<file path="src/rtl/zpsr_pkg.sv">
package zpsr_pkg;

  localparam int TW  = 58;  // PID total, Q16
  localparam int DVW = 44;  // divider dividend and quotient width
  localparam int DSW = 16;  // divisor width

  localparam logic [1:0] ZONE_COARSE  = 2'd0;
  localparam logic [1:0] ZONE_FINE    = 2'd1;
  localparam logic [1:0] ZONE_SETTLED = 2'd2;
  localparam logic [1:0] ZONE_OFF     = 2'd3;
  localparam logic [1:0] ZONE_NONE    = 2'd3;

  localparam logic [2:0] CFG_GAIN_P        = 3'd0;
  localparam logic [2:0] CFG_GAIN_I        = 3'd1;
  localparam logic [2:0] CFG_GAIN_D        = 3'd2;
  localparam logic [2:0] CFG_INTEGRAL_LIM  = 3'd3;
  localparam logic [2:0] CFG_TOL_SMALL     = 3'd4;
  localparam logic [2:0] CFG_TOL_LARGE     = 3'd5;
  localparam logic [2:0] CFG_INTERVAL_SLOW = 3'd6;
  localparam logic [2:0] CFG_INTERVAL_FAST = 3'd7;

  localparam logic [8:0]  TENTHS_INVALID = 9'd511;
  localparam logic [12:0] RECIP_100      = 13'd5243;  // 2^19 / 100, rounded up
  localparam int          RECIP_SHIFT    = 19;
  localparam logic [31:0] DT_MAX         = 32'd1000;
  localparam int          SETTLED_CLAMP  = 1000000;

endpackage

</file>
<file path="src/rtl/zpsr_div.sv">
module zpsr_div
  import zpsr_pkg::*;
(
  input  logic           clk,
  input  logic           rst,
  input  logic           start,
  input  logic [DVW-1:0] dividend,
  input  logic [DSW-1:0] divisor,
  output logic           done,
  output logic [DVW-1:0] quotient
);

  localparam int CW = $clog2(DVW);

  logic           busy;
  logic [CW-1:0]  cnt;
  logic [DSW-1:0] rem;
  logic [DSW-1:0] dvs;
  logic [DSW:0]   trial;
  logic           ge;

  // One quotient bit per cycle, restoring.
  assign trial = {rem, quotient[DVW-1]};
  assign ge    = trial >= {1'b0, dvs};

  always_ff @(posedge clk) begin
    if (rst) begin
      busy <= 1'b0;
      done <= 1'b0;
      cnt  <= '0;
    end else begin
      done <= 1'b0;
      if (start) begin
        busy <= 1'b1;
        cnt  <= '0;
      end else if (busy) begin
        cnt <= cnt + 1'b1;
        if (cnt == CW'(DVW - 1)) begin
          busy <= 1'b0;
          done <= 1'b1;
        end
      end
    end
  end

  always_ff @(posedge clk) begin
    if (start) begin
      quotient <= dividend;
      rem      <= '0;
      dvs      <= divisor;
    end else if (busy) begin
      rem      <= ge ? DSW'(trial - {1'b0, dvs}) : trial[DSW-1:0];
      quotient <= {quotient[DVW-2:0], ge};
    end
  end

endmodule

</file>
<file path="src/rtl/zoned_pid_servo_regulator_top.sv">
// Channel  Handshake             Word
// in       in_valid / in_ready   now_ms, target_mv, measured_mv, power_off
// out      out_valid / out_ready drive_offset, zone, voltage_matched,
//                                voltage_mismatched, knocking_enabled
// cfg      cfg_we                cfg_index, cfg_data
//
// Power-off and settled ticks go from S_PREP straight to S_OUT; a seeding or
// out-of-range-gap tick skips the PID terms and the slope divide; a fine tick also
// runs the interpolation. The 44-step shared divider (one divide for the slope term,
// two for the interpolation) is used with one shared multiplier.
// Reset is synchronous; it clears the sequencer, the PID and zone state.
// in_ready is high only while the sequencer is idle; a finished word waits in
// the output register, and the next word then waits in S_OUT until out_ready takes it.
module zoned_pid_servo_regulator_top
  import zpsr_pkg::*;
#(
  parameter int MAX_SPEED       = 90,
  parameter int SPEED_FLOOR     = 5,
  parameter int PULSE_SPEED_CAP = 30,
  parameter int PULSE_LENGTH_MS = 50,
  parameter int STUCK_TIMEOUT   = 2000,
  parameter int BOOST_MAX       = 10
) (
  input  logic              clk,
  input  logic              rst,
  input  logic              in_valid,
  output logic              in_ready,
  input  logic [31:0]       now_ms,
  input  logic [14:0]       target_mv,
  input  logic [14:0]       measured_mv,
  input  logic              power_off,
  output logic              out_valid,
  input  logic              out_ready,
  output logic signed [7:0] drive_offset,
  output logic [1:0]        zone,
  output logic              voltage_matched,
  output logic              voltage_mismatched,
  output logic              knocking_enabled,
  input  logic              cfg_we,
  input  logic [2:0]        cfg_index,
  input  logic [30:0]       cfg_data
);

  localparam logic [4:0] S_IDLE  = 5'd0;
  localparam logic [4:0] S_CHK   = 5'd1;
  localparam logic [4:0] S_PREP  = 5'd2;
  localparam logic [4:0] S_M1    = 5'd3;
  localparam logic [4:0] S_M2    = 5'd4;
  localparam logic [4:0] S_M3    = 5'd5;
  localparam logic [4:0] S_M4    = 5'd6;
  localparam logic [4:0] S_M5    = 5'd7;
  localparam logic [4:0] S_DW1   = 5'd8;
  localparam logic [4:0] S_ZONE  = 5'd9;
  localparam logic [4:0] S_I1    = 5'd10;
  localparam logic [4:0] S_I2    = 5'd11;
  localparam logic [4:0] S_DW2   = 5'd12;
  localparam logic [4:0] S_I3    = 5'd13;
  localparam logic [4:0] S_I4    = 5'd14;
  localparam logic [4:0] S_DW3   = 5'd15;
  localparam logic [4:0] S_PULSE = 5'd16;
  localparam logic [4:0] S_OUT   = 5'd17;

  logic [4:0] state;

  // Configuration registers.
  logic [23:0] gain_p, gain_i, gain_d;
  logic [30:0] integral_limit;
  logic [14:0] tol_small_mv, tol_large_mv;
  logic [15:0] interval_slow_ms, interval_fast_ms;

  // Latched input word.
  logic [31:0] now_r;
  logic [14:0] target_r, meas_r;
  logic        off_r;

  // Regulator state.
  logic signed [31:0] integral_sum;
  logic signed [16:0] previous_error;
  logic [31:0]        last_tick_time, stuck_start_time, pulse_start_time;
  logic               pid_seeded, stuck_armed, pulse_active, pulse_fire_now;
  logic [3:0]         stuck_boost;
  logic [1:0]         previous_zone;
  logic [8:0]         target_tenths_seen;
  logic [1:0]         matched_flags;
  logic               knocking;
  logic signed [7:0]  held_drive;

  // Working registers.
  logic [9:0]            dt_r;
  logic signed [TW-1:0]  total;
  logic                  dsign;
  logic                  fwd_r;
  logic [15:0]           ivl_r;
  logic [7:0]            fspd_r;
  logic [1:0]            res_zone;

  // Shared multiplier.
  logic signed [32:0]    mul_a;
  logic signed [24:0]    mul_b;
  logic signed [TW-1:0]  mul_w, mul_p;

  // Shared divider.
  logic           div_start, div_done;
  logic [DVW-1:0] div_n, div_q;
  logic [DSW-1:0] div_d;

  logic signed [15:0] err;
  logic [15:0]        aerr_w;
  logic [14:0]        aerr;
  logic               settled, fine;
  logic [27:0]        tprod;
  logic [8:0]         tenths;
  logic [31:0]        dt32;
  logic [15:0]        xl;
  logic [15:0]        span;
  logic signed [17:0] diff;
  logic [TW-1:0]      mul_mag;
  logic signed [33:0] acc, lim34;
  logic signed [33:0] iclamp;
  logic [TW-1:0]      tot_mag;
  logic [41:0]        raw;
  logic [7:0]         speed;
  logic signed [17:0] ivl_s;
  logic signed [9:0]  fs;
  logic [7:0]         fspd_w;
  logic [31:0]        sst;
  logic [3:0]         boost0, boost_n;
  logic [8:0]         spd_sum;
  logic [7:0]         spd_c;
  logic               stuck_fire;

  assign in_ready = (state == S_IDLE) && !rst;

  assign err    = $signed({1'b0, target_r}) - $signed({1'b0, meas_r});
  assign aerr_w = err[15] ? 16'(-err) : 16'(err);
  assign aerr   = aerr_w[14:0];
  assign settled = aerr <= tol_small_mv;
  assign fine    = aerr <= tol_large_mv;
  // Divide by 100 through a reciprocal; exact for all 15-bit targets.
  assign tprod  = target_r * RECIP_100;
  assign tenths = tprod[27:RECIP_SHIFT];
  assign dt32   = now_r - last_tick_time;
  assign xl     = {1'b0, aerr} - {1'b0, tol_small_mv};
  assign span   = {1'b0, tol_large_mv} - {1'b0, tol_small_mv};
  assign diff   = 18'(err) - 18'(previous_error);
  assign mul_mag = mul_p[TW-1] ? TW'(-mul_p) : TW'(mul_p);

  assign acc   = 34'(integral_sum) + 34'(mul_p);
  assign lim34 = $signed({3'b0, integral_limit});
  assign iclamp = (acc > lim34) ? lim34 : ((acc < -lim34) ? -lim34 : acc);

  assign tot_mag = total[TW-1] ? TW'(-total) : TW'(total);
  assign raw     = tot_mag[TW-1:16];

  always_comb begin
    if (raw > 42'(MAX_SPEED)) speed = 8'(MAX_SPEED);
    else speed = raw[7:0];
    if (speed < 8'(SPEED_FLOOR)) speed = 8'(SPEED_FLOOR);
  end

  // Stuck timer for the coarse zone.
  assign sst        = stuck_armed ? stuck_start_time : now_r;
  assign boost0     = stuck_armed ? stuck_boost : 4'd0;
  assign stuck_fire = (now_r - sst) > 32'(STUCK_TIMEOUT);
  assign boost_n    = ({1'b0, boost0} + 5'd1 < 5'(BOOST_MAX)) ? boost0 + 4'd1
                                                              : 4'(BOOST_MAX);
  assign spd_sum    = {1'b0, speed} + {5'b0, boost_n};
  assign spd_c      = stuck_fire ? ((spd_sum > 9'(MAX_SPEED)) ? 8'(MAX_SPEED)
                                                              : spd_sum[7:0])
                                 : speed;

  assign ivl_s = $signed({2'b0, interval_slow_ms})
               + (dsign ? -$signed({1'b0, div_q[16:0]}) : $signed({1'b0, div_q[16:0]}));
  assign fs    = 10'(SPEED_FLOOR)
               + (dsign ? -$signed({1'b0, div_q[8:0]}) : $signed({1'b0, div_q[8:0]}));
  always_comb begin
    if (fs < 10'(SPEED_FLOOR)) fspd_w = 8'(SPEED_FLOOR);
    else if (fs > 10'(PULSE_SPEED_CAP)) fspd_w = 8'(PULSE_SPEED_CAP);
    else fspd_w = fs[7:0];
  end

  always_comb begin
    mul_a = '0;
    mul_b = '0;
    unique case (state)
      S_M1: begin
        mul_a = 33'(err);
        mul_b = $signed({15'b0, dt_r});
      end
      S_M2: begin
        mul_a = 33'(err);
        mul_b = $signed({1'b0, gain_p});
      end
      S_M3: begin
        mul_a = 33'(integral_sum);
        mul_b = $signed({1'b0, gain_i});
      end
      S_M4: begin
        mul_a = 33'(diff);
        mul_b = $signed({1'b0, gain_d});
      end
      S_I1: begin
        mul_a = $signed({17'b0, xl});
        mul_b = 25'($signed({1'b0, interval_fast_ms}) - $signed({1'b0, interval_slow_ms}));
      end
      S_I3: begin
        mul_a = $signed({17'b0, xl});
        mul_b = 25'(PULSE_SPEED_CAP - SPEED_FLOOR);
      end
      default: begin
        mul_a = '0;
        mul_b = '0;
      end
    endcase
  end

  assign mul_w = mul_a * mul_b;

  always_ff @(posedge clk) begin
    mul_p <= mul_w;
  end

  always_comb begin
    div_start = (state == S_M5) || (state == S_I2) || (state == S_I4);
    div_n     = mul_mag[DVW-1:0];
    div_d     = (state == S_M5) ? {6'b0, dt_r} : span;
  end

  zpsr_div u_div (
    .clk      (clk),
    .rst      (rst),
    .start    (div_start),
    .dividend (div_n),
    .divisor  (div_d),
    .done     (div_done),
    .quotient (div_q)
  );

  always_ff @(posedge clk) begin
    if (rst) begin
      gain_p           <= '0;
      gain_i           <= '0;
      gain_d           <= '0;
      integral_limit   <= 31'd10000000;
      tol_small_mv     <= 15'd20;
      tol_large_mv     <= 15'd200;
      interval_slow_ms <= 16'd500;
      interval_fast_ms <= 16'd100;
    end else if (cfg_we) begin
      unique case (cfg_index)
        CFG_GAIN_P:        gain_p           <= cfg_data[23:0];
        CFG_GAIN_I:        gain_i           <= cfg_data[23:0];
        CFG_GAIN_D:        gain_d           <= cfg_data[23:0];
        CFG_INTEGRAL_LIM:  integral_limit   <= cfg_data;
        CFG_TOL_SMALL:     tol_small_mv     <= cfg_data[14:0];
        CFG_TOL_LARGE:     tol_large_mv     <= cfg_data[14:0];
        CFG_INTERVAL_SLOW: interval_slow_ms <= cfg_data[15:0];
        CFG_INTERVAL_FAST: interval_fast_ms <= cfg_data[15:0];
        default: ;
      endcase
    end
  end

  always_ff @(posedge clk) begin
    if (in_valid && in_ready) begin
      now_r    <= now_ms;
      target_r <= target_mv;
      meas_r   <= measured_mv;
      off_r    <= power_off;
    end
  end

  always_ff @(posedge clk) begin
    if (rst) begin
      state              <= S_IDLE;
      integral_sum       <= '0;
      previous_error     <= '0;
      last_tick_time     <= '0;
      pid_seeded         <= 1'b0;
      stuck_armed        <= 1'b0;
      stuck_start_time   <= '0;
      stuck_boost        <= '0;
      pulse_active       <= 1'b0;
      pulse_start_time   <= '0;
      pulse_fire_now     <= 1'b1;
      previous_zone      <= ZONE_NONE;
      target_tenths_seen <= TENTHS_INVALID;
      matched_flags      <= '0;
      knocking           <= 1'b0;
      held_drive         <= '0;
      out_valid          <= 1'b0;
    end else begin
      // In S_OUT the word hand-off below decides out_valid.
      if (out_valid && out_ready && state != S_OUT) out_valid <= 1'b0;
      unique case (state)
        S_IDLE: begin
          if (in_valid) state <= S_CHK;
        end
        S_CHK: begin
          // A new tenths-of-a-volt target restarts the regulator.
          if (tenths != target_tenths_seen) begin
            integral_sum       <= '0;
            previous_error     <= '0;
            last_tick_time     <= '0;
            pid_seeded         <= 1'b0;
            knocking           <= 1'b0;
            stuck_armed        <= 1'b0;
            stuck_boost        <= '0;
            pulse_active       <= 1'b0;
            previous_zone      <= ZONE_NONE;
            target_tenths_seen <= tenths;
          end
          state <= S_PREP;
        end
        S_PREP: begin
          if (off_r) begin
            integral_sum   <= '0;
            previous_error <= '0;
            last_tick_time <= '0;
            pid_seeded     <= 1'b0;
            knocking       <= 1'b0;
            stuck_armed    <= 1'b0;
            pulse_active   <= 1'b0;
            held_drive     <= '0;
            res_zone       <= ZONE_OFF;
            state          <= S_OUT;
          end else if (settled) begin
            if (integral_sum > 32'(SETTLED_CLAMP)) integral_sum <= 32'(SETTLED_CLAMP);
            else if (integral_sum < -32'(SETTLED_CLAMP)) integral_sum <= -32'(SETTLED_CLAMP);
            matched_flags <= 2'd1;
            knocking      <= 1'b0;
            stuck_armed   <= 1'b0;
            stuck_boost   <= '0;
            pulse_active  <= 1'b0;
            previous_zone <= ZONE_SETTLED;
            held_drive    <= '0;
            res_zone      <= ZONE_SETTLED;
            state         <= S_OUT;
          end else if (!pid_seeded) begin
            pid_seeded     <= 1'b1;
            last_tick_time <= now_r;
            previous_error <= 17'(err);
            total          <= '0;
            state          <= S_ZONE;
          end else begin
            last_tick_time <= now_r;
            if (dt32 == 32'd0 || dt32 > DT_MAX) begin
              total <= '0;
              state <= S_ZONE;
            end else begin
              dt_r  <= dt32[9:0];
              state <= S_M1;
            end
          end
        end
        S_M1: state <= S_M2;
        S_M2: begin
          integral_sum <= 32'(iclamp);
          state        <= S_M3;
        end
        S_M3: begin
          total <= mul_p;
          state <= S_M4;
        end
        S_M4: begin
          total <= total + mul_p;
          state <= S_M5;
        end
        S_M5: begin
          dsign          <= mul_p[TW-1];
          previous_error <= 17'(err);
          state          <= S_DW1;
        end
        S_DW1: begin
          if (div_done) begin
            total <= dsign ? total - $signed({14'b0, div_q}) : total + $signed({14'b0, div_q});
            state <= S_ZONE;
          end
        end
        S_ZONE: begin
          fwd_r <= total[TW-1];
          if (fine) begin
            knocking      <= 1'b1;
            matched_flags <= 2'd0;
            stuck_armed   <= 1'b0;
            stuck_boost   <= '0;
            if (previous_zone != ZONE_FINE) begin
              pulse_active   <= 1'b0;
              pulse_fire_now <= 1'b1;
            end
            previous_zone <= ZONE_FINE;
            res_zone      <= ZONE_FINE;
            state         <= S_I1;
          end else begin
            knocking         <= 1'b0;
            matched_flags    <= 2'd2;
            pulse_active     <= 1'b0;
            previous_zone    <= ZONE_COARSE;
            stuck_armed      <= 1'b1;
            stuck_start_time <= stuck_fire ? now_r : sst;
            stuck_boost      <= stuck_fire ? boost_n : boost0;
            held_drive       <= total[TW-1] ? -$signed(spd_c) : $signed(spd_c);
            res_zone         <= ZONE_COARSE;
            state            <= S_OUT;
          end
        end
        S_I1: state <= S_I2;
        S_I2: begin
          dsign <= mul_p[TW-1];
          state <= S_DW2;
        end
        S_DW2: begin
          if (div_done) begin
            ivl_r <= ivl_s[15:0];
            state <= S_I3;
          end
        end
        S_I3: state <= S_I4;
        S_I4: begin
          dsign <= mul_p[TW-1];
          state <= S_DW3;
        end
        S_DW3: begin
          if (div_done) begin
            fspd_r <= fspd_w;
            state  <= S_PULSE;
          end
        end
        S_PULSE: begin
          if (pulse_active) begin
            if (now_r - pulse_start_time >= 32'(PULSE_LENGTH_MS)) begin
              pulse_active <= 1'b0;
              held_drive   <= '0;
            end
          end else if (pulse_fire_now || (now_r - pulse_start_time >= {16'b0, ivl_r})) begin
            pulse_active     <= 1'b1;
            pulse_fire_now   <= 1'b0;
            pulse_start_time <= now_r;
            held_drive       <= fwd_r ? -$signed(fspd_r) : $signed(fspd_r);
          end else begin
            held_drive <= '0;
          end
          state <= S_OUT;
        end
        S_OUT: begin
          if (!out_valid || out_ready) begin
            out_valid <= 1'b1;
            state     <= S_IDLE;
          end
        end
        default: state <= S_IDLE;
      endcase
    end
  end

  always_ff @(posedge clk) begin
    if (state == S_OUT && (!out_valid || out_ready)) begin
      drive_offset       <= held_drive;
      zone               <= res_zone;
      voltage_matched    <= matched_flags[0];
      voltage_mismatched <= matched_flags[1];
      knocking_enabled   <= knocking;
    end
  end

  assert property (@(posedge clk) disable iff (rst)
    div_done |-> (state == S_DW1 || state == S_DW2 || state == S_DW3))
    else $error("divider finished outside a wait state");

  assert property (@(posedge clk) disable iff (rst)
    out_valid && zone == ZONE_SETTLED |-> drive_offset == 8'sd0 && voltage_matched)
    else $error("settled word with drive or without match flag");

  assert property (@(posedge clk) disable iff (rst)
    out_valid |-> knocking_enabled == (zone == ZONE_FINE))
    else $error("knocking flag disagrees with zone");

  assert property (@(posedge clk) disable iff (rst)
    out_valid |-> drive_offset <= MAX_SPEED && drive_offset >= -MAX_SPEED)
    else $error("drive beyond speed limit");

  assert property (@(posedge clk) disable iff (rst)
    stuck_boost <= 4'(BOOST_MAX))
    else $error("boost over its cap");

endmodule
</file>
<file path="config.mk">
export PLATFORM = sky130hd
export DESIGN_NAME = zoned_pid_servo_regulator_top
export DESIGN_NICKNAME = d
export VERILOG_FILES = /design/src/rtl/zpsr_pkg.sv /design/src/rtl/zpsr_div.sv /design/src/rtl/zoned_pid_servo_regulator_top.sv
export SDC_FILE = /design/constraint.sdc
export NUM_CORES = 2
export LEC_CHECK = 0
export BUFFER_PORTS_ARGS = -buffer_cell sky130_fd_sc_hd__buf_4
export CORE_MARGIN = 2
export CORE_UTILIZATION = 45
export DETAILED_ROUTE_END_ITERATION = 12
export GPL_ROUTABILITY_DRIVEN = 0
export GPL_TIMING_DRIVEN = 0
export MAX_ROUTING_LAYER = met4
export SLEW_MARGIN = 40
export SYNTH_ARGS = -nofsm -noshare
export SYNTH_HDL_FRONTEND = slang
export SYNTH_SLANG_ARGS = --single-unit
</file>
<file path="constraint.sdc">
create_clock -name clk -period 35 [get_ports clk]
set_clock_uncertainty 0.2 [all_clocks]
set_input_delay 0 -clock clk [delete_from_list [all_inputs] [get_ports clk]]
set_output_delay 0 -clock clk [all_outputs]
set_load 0.03 [all_outputs]
</file>
; Word-level counts from Yosys, hierarchy flattened
; Cells that the tools add are included.
[totals]
ram_bits = 0
elab_cells = 319
reg_bits = 660
out_inout_bits = 15
in_bits = 102
n_memories = 0
latchBits = 0
mem_bits_ro = 0
[op_classes]
add_sub_neg = 27
n_eq_ne = 49
reduce_logical = 59
n_mul = 2
n_div = 0
mux = 108
n_bitwise = 7
n_lt_le_gt_ge = 17
n_shift = 0
[op_table]
columns = op, n
row1 = 2-to-1 mux 58 bit, 7
row2 = 2-to-1 mux 32 bit, 11
row3 = one-hot mux 58 bit (4 select lines), 1
row4 = one-hot mux 25 bit (6 select lines), 1
row5 = 2-to-1 mux 44 bit, 3
row6 = one-hot mux 33 bit (4 select lines), 1
row7 = 2-to-1 mux 8 bit, 12
row8 = one-hot mux 32 bit (3 select lines), 1
row9 = subtractor 32 bit, 3
row10 = one-hot mux 5 bit (18 select lines), 1
row11 = 2-to-1 mux 17 bit, 4
row12 = one-hot mux 32 bit (2 select lines), 1
row13 = adder 58 x 45 -> 58 bit, 1
row14 = adder 58 bit, 1
row15 = multiplier 33 x 25 -> 58 bit, 1
row16 = negator 58 bit, 1
row17 = subtractor 58 x 45 -> 58 bit, 1
row18 = one-hot mux 17 bit (3 select lines), 1
row19 = subtractor 15 x 15 -> 16 bit, 3
row20 = 2-to-1 mux 5 bit, 9
row21 = negator 44 bit, 1
row22 = > comparator 42 x 7 -> 1 bit (second input constant), 1
row23 = == test 5 x 4 -> 1 bit (second input constant), 8
row24 = 2-to-1 mux 4 bit, 9
row25 = other kinds (74), 186

; Depth between registers and ports, before layout
[logic_depth]
depth_word = 14
ltp_mapped = 60
mapped_depth_nobuf = 58

; Hierarchy
; Synthesis repeated with hierarchy kept, for this count alone.
[hier_totals]
hier_cells = 9473
area_unflattened_um2 = 79806.5
[by_module_without_submodules]
columns = mod, n_inst, area_per_inst_um2, cells_per_inst, seq_area_each_um2
row1 = zoned_pid_servo_regulator_top, 1, 75542.5, 9106, 13232.7
row2 = zpsr_div, 1, 4264.1, 367, 2282.2

; Worst setup path after synthesis
; OpenSTA, ideal clock, no wires.
[synth_timing]
path_kind = register -> register
start = register target_r[1]
end = register mul_p[53]
slack_ns = 22.584
period_less_slack_ns = 12.416
n_path_buf = 2
path_stages_with_launch = 58
required_time_ns = 34.675
setup_time_ns = 0.125
arrival_time_ns = 12.092
path_cell_list = edfxtp_1 > ha_1 > nor2b_1 > o21ai_0 > a21boi_0 > o21ai_0 > a21oi_1 > o21ai_0 > a21boi_0 > o21ai_0 > a21oi_1 > a31oi_1 > o21ai_1 > inv_1 > clkbuf_1 > nand2_1 > xnor2_1 > ha_1 > [22 not listed] > inv_1 > fa_1 > inv_1 > ha_1 > a21o_1 > a21o_1 > a21oi_1 > o21ai_0 > o22ai_1 > o221ai_1 > o21ai_0 > o2111ai_1 > a31oi_1 > o21ai_0 > a311o_1 > a211o_1 > a21oi_1 > xnor2_1
[synth_between]
elab_chain_cells = 6
elab_cells_between_ends = 7
cone_classes = add/sub (4) / mul (1) / mux (2)
[synth_rtl]
columns = item, line
row1 = from (decl), zoned_pid_servo_regulator_top.sv:73  ; logic [14:0] target_r, meas_r;
row2 = from (signal assigned), zoned_pid_servo_regulator_top.sv:267  ; target_r <= target_mv;
row3 = subtractor 15 x 15 -> 16 bit (*), zoned_pid_servo_regulator_top.sv:134  ; assign err = $signed({1'b0, target_r}) - $signed({1'b0, meas_r});
row4 = negator 15 bit, zoned_pid_servo_regulator_top.sv:135  ; assign aerr_w = err[15] ? 16'(-err) : 16'(err);
row5 = 2-to-1 mux 15 bit, zoned_pid_servo_regulator_top.sv:135
row6 = subtractor 15 x 15 -> 16 bit, zoned_pid_servo_regulator_top.sv:143  ; assign xl = {1'b0, aerr} - {1'b0, tol_small_mv};
row7 = one-hot mux 33 bit (4 select lines) (*), zoned_pid_servo_regulator_top.sv:185  ; unique case (state)
row8 = multiplier 33 x 25 -> 58 bit (*), zoned_pid_servo_regulator_top.sv:217  ; assign mul_w = mul_a * mul_b;
row9 = via mul_w[53], zoned_pid_servo_regulator_top.sv:100  ; logic signed [TW-1:0] mul_w, mul_p;
row10 = to (signal assigned), zoned_pid_servo_regulator_top.sv:220  ; mul_p <= mul_w;
row11 = to (decl), zoned_pid_servo_regulator_top.sv:100
; Mark *: on every way through the listed nets, which the timed path passes. The rest lies on a longest branch.
; A chain may end at the register's enable or synchronous reset.

; Worst setup path in the final report
[layout_timing]
start = register target_r[1]
end = register mul_p[55]
; The elaborated chain is that of the path after synthesis.

==> run summary <==
======================================================================================
Clock tree from TritonCTS                                                         done
Library cell contributing the largest single delay on the critical path       a221oi_1
Setup TNS                                                                         0 ns
Clock-pin slew of the registers on the worst-case setup and hold paths         0.06 ns
CP Data Required Time                                                         35.33 ns
FF-to-FF path depth                                                                 55
First-iteration detailed-routing DRC count                                        8310
Synth warnings                                                                       0
Via count of the first global-routing pass                                       71800
Chip width                                                                      426 um
Worst IR Drop VDD                                                          0.0000631 V
Synthesized area divided by synthesized cell count                          8.34 sq um
Maximum clock frequency                                                       58.0 MHz
Inserted Clock Buffers                                                              80
Remaining number of nets flagged by the antenna check after routing                  0
Post-placement cell count                                                        12100
Die footprint                                                              0.182 sq mm
Synthesis-stage register bit count                                                 659
Number of max-cap violations                                                         0
Most frequent cell after synthesis                                               inv_1
Result of the run                                                         finished, final reports clean
Critical path class                                                         reg -> reg
Number of pins exceeding their max-slew limit in the final report                    0
Count of input and output buffers                                                   98
Standby leakage power                                                          39.9 nW
Share of post-route cells with drive strength above 1                            5.23%
Routed wirelength normalized by instance count                                 23.9 um
Skew-Pair Late Insertion Delay                                                 0.72 ns
Kind of end point of the critical path                                       flip-flop
Depth of the worst hold-timing path                                                  4
Placed wire-length estimate after detailed placement                         239000 um
Sum of overflow across all layers after global routing                               0
Cell Area, Synth                                                          0.0803 sq mm
Finish-stage setup viols                                                             0
Sequential fraction of the synthesis area                                        19.3%
Top cell types by occurrence after synthesis                              inv_1 (1351), nand2_1 (1327), fa_1 (908), nor2_1 (839), ha_1 (656)
CTS resizes                                                                          0
Buffer type at the clock tree root                                           clkbuf_16
Reg-to-reg startpoint                                                      target_r[1]
Detailed-router iteration count before antenna repair                                9
PD cells                                                                  44.8 mW/mm^2
Class of the most critical hold timing path                                  in -> reg
Worst slew pin tran                                                            1.02 ns
Stage delay of the slowest cell on the critical path                           0.73 ns
Die height                                                                      426 um
Vias after detailed routing                                                      73100
Post-CTS Setup Bufs                                                                  0
Minimum hold slack                                                           0.0244 ns
Initial antenna violation count                                                     21
Global-route wire length before repair                                       445000 um
I/O pins                                                                           117
Reg-to-reg slack, setup                                                       17.77 ns
Global-route usage over all layers                                               33.5%
Number of standard-cell rows in the floorplan                                      155
Maximum number of pins on one net before global-route repair                        38
Peak fanout along the critical path                                                 10
Number of remaining DRC errors                                                       0
Largest area contributor in the synthesized netlist                               fa_1
Startpoint of the tightest hold check path                                cfg_data[18]
Share of flip-flops with an asynchronous set or reset                               0%
Area of combinational cells with multiple inputs                          0.0585 sq mm
Post-layout minimum cycle time                                                17.23 ns
Most area-consuming cells after synthesis                                 fa_1 (23%), dfxtp_1 (11%), ha_1 (10%)
Post-synth EDFFs                                                                   232
Number of instances in the synthesized netlist                                    9623
Layout overhead on the synthesized area                                          11.8%
Hold_buf cts                                                                       185
Final-layout fill cell count                                                     16800
CP Data Arrival Time                                                          17.56 ns
Area share of the largest cell type after synthesis                              22.6%
Final worst path period share                                                    49.2%
Crit start category                                                          flip-flop
RSZ-0062 raised after global routing                                                no
Storage cell area                                                         0.0155 sq mm
Starting density of the core                                                     45.1%
Worst-case hold path end point                                              gain_p[18]
Routed wire length                                                           298000 um
Maximum count of clock buffers along a single path                                   3
Most used DFF post-synth                                                       dfxtp_1
Most used cell along the critical path                                         o21ai_0
Hold Fails Final Rpt                                                                 0
Number of nets in the final layout                                               11700
Average via count per standard cell                                               5.86
Post-synth cell types                                                              118
CTS H-tree depth                                                                     3
Number of cells in the finished layout apart from fillers                        12500
Capturing point of the worst reg2reg path                                    mul_p[55]
Remaining max-slew budget at the tightest pin                                    31.8%
Core region area                                                           0.178 sq mm
Clock Sink Count                                                                   659
======================================================================================
## area by class of cell
class	count	share of cell area [%]
Multi-Input combinational cell	7187	65.2
Sequential cell	659	17.3
Inverter	1352	5.66
Timing Repair Buffer	322	3.34
Tap cell	2355	3.28
Clock buffer	104	2.51
Buffer	427	1.99
Clock inverter	43	0.662
Antenna cell	27	0.0753
## state kept, by name, indices dropped and copies added (netlist names), 24 cells and up
register,count
gain_d,24
gain_p,24
now_r,32
stuck_start_time,32
last_tick_time,32
total,58
integral_sum,32
mul_p,58
u_div.quotient,44
pulse_start_time,32
integral_limit,31
gain_i,24
## per-stage QoR
| step | worst slack, ns | utilization (%) | area (sq um) | total power, mW |
|---|---|---|---|---|
| 6_report | 17.77 | 50.5 | 89800 | 4.02 |
| 3_3_place_gp | 17.49 | 47.2 | 84000 | 2.99 |
| 4_1_cts | 17.90 | 50.4 | 89600 | 3.98 |
| 5_1_grt | 16.67 | 50.5 | 89700 | 4.29 |
| 2_1_floorplan | 22.58 | - | 80300 | 2.46 |
| 3_5_place_dp | 18.00 | 47.7 | 84900 | 3.04 |
## report_power, final
part | switching [mW] | total, mW | internal, mW
Sequential | 0.0666 | 0.907 | 0.841
Clock | 0.380 | 0.915 | 0.535
Combinational | 1.34 | 2.20 | 0.852
## layer usage
layer	part of all wire, %	track usage, %
met5	0	-
met4	6.9	18.8
met3	10	8.12
met2	43	50.1
met1	39	41.4
## kinds of logic (layout without fill, tap and decap cells)
kind of cell / after synthesis / after routing / share of synthesized area (%)
flops: 659 / 659 / 19.3
xor+xnor: 478 / 478 / 5.23
compound gates: 1942 / 1942 / 15.4
simple gates: 3092 / 3092 / 17.4
mux: 108 / 108 / 1.37
buf+inv: 1779 / 2248 / 8.48
fa+ha+maj: 1564 / 1564 / 32.9
other cells: 1 / 30 / 0.00467
## layout by cell type, fill, tap and decap left out, drive strengths merged, types with 179 or more instances in the layout
| cell | instances |
|---|---|
| edfxtp | 232 |
| clkbuf | 489 |
| ha | 656 |
| dlygate4sd3 | 185 |
| o21ai | 456 |
| a21oi | 601 |
| buf | 179 |
| nand2 | 1327 |
| inv | 1355 |
| nor2 | 842 |
| fa | 908 |
| xor2 | 189 |
| dfxtp | 427 |
| a21o | 188 |
| xnor2 | 288 |
## worst max-delay path, delay by kind of cell (launching register included)
family / cells / cell delay [ns]
buffers and inverters: 7 / 1.26
XOR/XNOR: 2 / 0.94
AND/OR/NAND/NOR: 10 / 1.99
AO/OA/AOI/OAI: 26 / 7.40
adder cells (fa/ha/maj): 10 / 4.67
flip-flops: 1 / 0.54
## worst max path at each step
stage | startpoint | to
6_report | target_r[1] | mul_p[55]
5_1_grt | target_r[1] | mul_p[55]
4_1_cts | target_r[1] | mul_p[55]
3_5_place_dp | target_r[1] | mul_p[55]
3_3_place_gp | target_r[1] | mul_p[55]
2_1_floorplan | target_r[1] | mul_p[53]
Note: power is estimated with default switching activity, not from simulation.
